[src/mcbs_pkg.sv]
// shared widths, codes and pipeline lane type for the mip chain byte size block
package mcbs_pkg;

  localparam int MAX_LEVELS = 16;

  localparam int DIM_W   = 15;
  localparam int DEPTH_W = 12;
  localparam int KIND_W  = 2;
  localparam int PIX_W   = 5;
  localparam int LEVEL_W = 4;
  localparam int COUNT_W = 5;
  localparam int SIZE_W  = 40;

  localparam int WH_W    = 2 * DIM_W;
  localparam int SUM_W   = 44;
  localparam int SCALE_W = SUM_W + PIX_W;
  localparam int TOTAL_W = SCALE_W + 3;

  localparam logic [COUNT_W-1:0] COUNT_CAP = COUNT_W'(MAX_LEVELS);
  localparam logic [SIZE_W-1:0]  SIZE_MAX  = {SIZE_W{1'b1}};

  typedef enum logic [KIND_W-1:0] {
    KIND_PLAIN = 2'd0,
    KIND_BC8   = 2'd1,
    KIND_BC16  = 2'd2,
    KIND_SPARE = 2'd3
  } kind_t;

  localparam logic [PIX_W-1:0] UNIT_BC8  = PIX_W'(8);
  localparam logic [PIX_W-1:0] UNIT_BC16 = PIX_W'(16);

  // one item as it moves down the level pipeline
  typedef struct packed {
    logic               valid;
    logic [DIM_W-1:0]   w;
    logic [DIM_W-1:0]   h;
    logic [DEPTH_W-1:0] d;
    logic               pend;
    logic [WH_W-1:0]    wh;
    logic [DEPTH_W-1:0] dp;
    logic [SUM_W-1:0]   sum;
    logic [COUNT_W-1:0] remaining;
    logic               compressed;
    logic [PIX_W-1:0]   unit;
    logic               cube;
  } lane_t;

endpackage

[src/mcbs_level_stage.sv]
// one mip level of the pipeline: adds the previous level's texel count, starts the next
module mcbs_level_stage (
  input  logic           clk,
  input  logic           rst,
  input  logic           en,
  input  mcbs_pkg::lane_t prev,
  output mcbs_pkg::lane_t cur
);
  import mcbs_pkg::*;

  lane_t              nxt;
  logic [DIM_W:0]     w_round;
  logic [DIM_W:0]     h_round;
  logic [DIM_W-1:0]   ew;
  logic [DIM_W-1:0]   eh;
  logic               last_level;
  logic [SUM_W-1:0]   whd;

  always_comb begin
    w_round = {1'b0, prev.w} + (DIM_W+1)'(3);
    h_round = {1'b0, prev.h} + (DIM_W+1)'(3);
    // compressed formats count 4x4 blocks
    ew = prev.compressed ? DIM_W'(w_round >> 2) : prev.w;
    eh = prev.compressed ? DIM_W'(h_round >> 2) : prev.h;
    last_level = (prev.w == DIM_W'(1)) && (prev.h == DIM_W'(1)) && (prev.d == DEPTH_W'(1));
    whd = prev.pend ? SUM_W'(prev.wh * prev.dp) : '0;

    nxt     = prev;
    nxt.sum = prev.sum + whd;
    if (prev.remaining != '0) begin
      nxt.pend      = 1'b1;
      nxt.wh        = WH_W'(ew * eh);
      nxt.dp        = prev.d;
      nxt.remaining = last_level ? '0 : prev.remaining - COUNT_W'(1);
      nxt.w         = (prev.w > DIM_W'(1)) ? prev.w >> 1 : prev.w;
      nxt.h         = (prev.h > DIM_W'(1)) ? prev.h >> 1 : prev.h;
      nxt.d         = (prev.d > DEPTH_W'(1)) ? prev.d >> 1 : prev.d;
    end else begin
      nxt.pend = 1'b0;
    end
  end

  always_ff @(posedge clk) begin
    if (rst) begin
      cur.valid <= 1'b0;
    end else if (en) begin
      cur <= nxt;
    end
  end

endmodule

[config.mk]
export PLATFORM = sky130hd
export DESIGN_NAME = mcbs_level_stage
export DESIGN_NICKNAME = d
export VERILOG_FILES = /design/src/mcbs_pkg.sv /design/src/mcbs_level_stage.sv
export SDC_FILE = /design/constraint.sdc
export NUM_CORES = 2
export LEC_CHECK = 0
export BUFFER_PORTS_ARGS = -buffer_cell sky130_fd_sc_hd__buf_2
export CAP_MARGIN = 15
export CORE_MARGIN = 5
export CORE_UTILIZATION = 60
export DETAILED_ROUTE_END_ITERATION = 12
export PLACE_DENSITY = 0.85
export SYNTH_ARGS = -nofsm -noshare
export SYNTH_HDL_FRONTEND = slang
export SYNTH_SLANG_ARGS = --single-unit
[constraint.sdc]
create_clock -name clk -period 16.7 [get_ports clk]
set_clock_uncertainty 0.05 [all_clocks]
set_input_delay 3.34 -clock clk [delete_from_list [all_inputs] [get_ports clk]]
set_output_delay 3.34 -clock clk [all_outputs]
set_load 0.005 [all_outputs]
==> results_dict.tcl <==
set metrics [dict create \
    die_width_um 225 \
    port_buffers 286 \
    worstMarginPinSlew_ns 1.19 \
    fin_nets 4166 \
    syn_nets 4021 \
    grt_pass1_vias 22700 \
    fin_ws_ns 5.39 \
    fmax_mhz 88.4 \
    syn_inst 3211 \
    grt_pass1_wl_um 117000 \
    endpoint_kind "register" \
    dp_cells 3934 \
    drv_slew 0 \
    path_max_fanout 53 \
    finalSetupViolCount 0 \
    drtIter0Drc 2320 \
    firstDrtPassIters 6 \
    ys_ff_latch 142 \
    ys_types 93 \
    core_area_um2 45600 \
    syn_to_final_growth_pct 7.49 \
    worstPathArrival_ns 11.62 \
    drt-wirelength-per-cell_um 18.4 \
    hold_violations 0 \
    avgSynthCellArea_um2 8.65 \
    final_common_cell "nand2_1" \
    dieArea_um2 50700 \
    grt_setup_unrepaired "no" \
    vias_per_cell 5.81 \
    final_cell_mix "nand2_1 (622), inv_1 (530), fa_1 (448), buf_2 (286), ha_1 (217)" \
    synth-edff-count 141 \
    preCtsSetupSlack_ns 5.20 \
    clk_pin_slew_ns 0.06 \
    drt_wl_total_um 73200 \
    cts_setup_buffers 0 \
    place_congestion 0.970 \
    hold_buffers 0 \
    grt_max_degree 78 \
    reg_top3 "cur (142)" \
    postSynth.asyncResetShare_pct 0 \
    relSlewSlack_pct 20.1 \
    cts.repair.resized 0 \
    clock_latency_ns 0.48 \
    drive_gt1_share_pct 11.0 \
    crit_required_ns 17.01 \
    cts_inserted_buffers 17 \
    startpoint_type "input pin" \
    yosysSeqAreaShare_pct 15.3 \
    htreeDepth 4 \
    ys_warn_count 0 \
    antenna_found_initial 7 \
    vias 23100 \
    cts_max_path_buffers 2 \
    cts-root-buf "clkbuf_16" \
    ios 287 \
    postRouteAntennaNets 0 \
    post-route-drc-count 0 \
    fin_setup_tns_ns 0 \
    overflow 0 \
    initial_core_util_pct 61.0 \
    syn_area_um2 27800 \
    cts_tree "yes" \
    synth_ff_type "edfxtp_1" \
    period_needed_ns 11.31 \
    die-height_um 225 \
    finalCritPeriodShare_pct 67.8 \
    largest_reg_flops 142 \
    grtUsageTotal_pct 29.0 \
    layoutNonFillerInstCount 3971 \
    rows 78 \
    path_class "in -> reg" \
    hold_path.class "reg -> reg" \
    max_cap_violations 0 \
    cts_sinks 142 \
    dpl.hpwl_um 59600 \
    status "complete, no violations" \
    top_register "cur" \
]
==> kinds of logic (layout without fill, tap and decap cells) <==
family	count (synthesis)	in the layout	share of synthesized area, %
AOI/OAI and AO/OA	444	444	10.5
xor gates and xnor gates	95	95	3.00
adders and majority gates	665	665	42.1
buffers and inverters	709	867	10.2
DFF	142	142	15.3
muxes	16	16	0.604
other	0	2	0
and+or+nand+nor	1140	1140	18.3
==> worst paths after layout <==
| path | startpoint | end | slack [ns] | cells after the start |
|---|---|---|---|---|
| min | cur[141] | cur[141] | 0.47 | 2 |
| min reg2reg | cur[141] | cur[141] | 0.47 | 2 |
| max | prev[6] | cur[97] | 5.39 | 25 |
| max reg2reg | cur[141] | cur[141] | 16.05 | 2 |
==> cell usage after synthesis, types with 33 or more instances <==
| cell type | number | area (µm²) |
|---|---|---|
| a21oi_1 | 129 | 646 |
| nand2_1 | 622 | 2330 |
| o21ai_0 | 55 | 275 |
| nand3_1 | 50 | 250 |
| xor2_1 | 38 | 333 |
| edfxtp_1 | 141 | 4230 |
| xnor2_1 | 57 | 499 |
| a21o_1 | 69 | 518 |
| o21ai_1 | 33 | 165 |
| clkbuf_1 | 140 | 526 |
| inv_1 | 530 | 1990 |
| nor2_1 | 177 | 664 |
| and2_1 | 134 | 838 |
| fa_1 | 448 | 8970 |
| ha_1 | 217 | 2720 |
==> stage by stage <==
stage | cell area (µm²) | util [%] | hold slack [ns]
3_5_place_dp | 29200 | 64.2 | 0.448
3_3_place_gp | 29200 | 64.2 | 0.427
2_1_floorplan | 27800 | - | 0.435
5_1_grt | 29900 | 65.5 | 0.532
4_1_cts | 29800 | 65.5 | 0.463
6_report | 29900 | 65.5 | 0.469
==> final cells by class <==
| cell class | instances | area (µm²) |
|---|---|---|
| Antenna cell | 2 | 5.00 |
| Clock buffer | 17 | 425 |
| Clock inverter | 15 | 168 |
| Fill cell | 3730 | 15700 |
| Inverter | 534 | 2000 |
| Multi-Input combinational cell | 2360 | 20700 |
| Sequential cell | 142 | 4250 |
| Tap cell | 600 | 751 |
| Timing Repair Buffer | 301 | 1540 |
==> routing by layer <==
| metal | vias up | wire [µm] | track usage, % |
|---|---|---|---|
| li1 | 10500 | - | - |
| met1 | 11300 | 28900 | 39.3 |
| met2 | 1150 | 33900 | 45.3 |
| met3 | 167 | 8420 | 9.35 |
| met4 | 10 | 2030 | 8.32 |
| met5 | - | 62 | 0 |
==> worst max-delay path, stage by stage <==
cell and delay (ns):
buf_2 0.71, clkinv_1 0.72, a211oi_1 1.04, inv_1 0.38, nand2_1 0.21, fa_1 0.41, inv_1 0.07, ha_1 0.13
inv_1 0.05, fa_1 0.53, inv_1 0.05, ha_1 0.27, inv_1 0.05, fa_1 0.53, inv_1 0.06, fa_1 0.47
ha_1 0.31, o21ai_1 0.18, a21oi_1 0.16, a2111oi_2 0.68, nor2_1 0.19, a211oi_1 0.46, a21oi_1 0.16, mux2_1 0.34
nand2_1 0.06
Power is left out: the tool's default activity adds up to more than one toggle a clock period on the data nets, which glitch-free logic cannot reach.
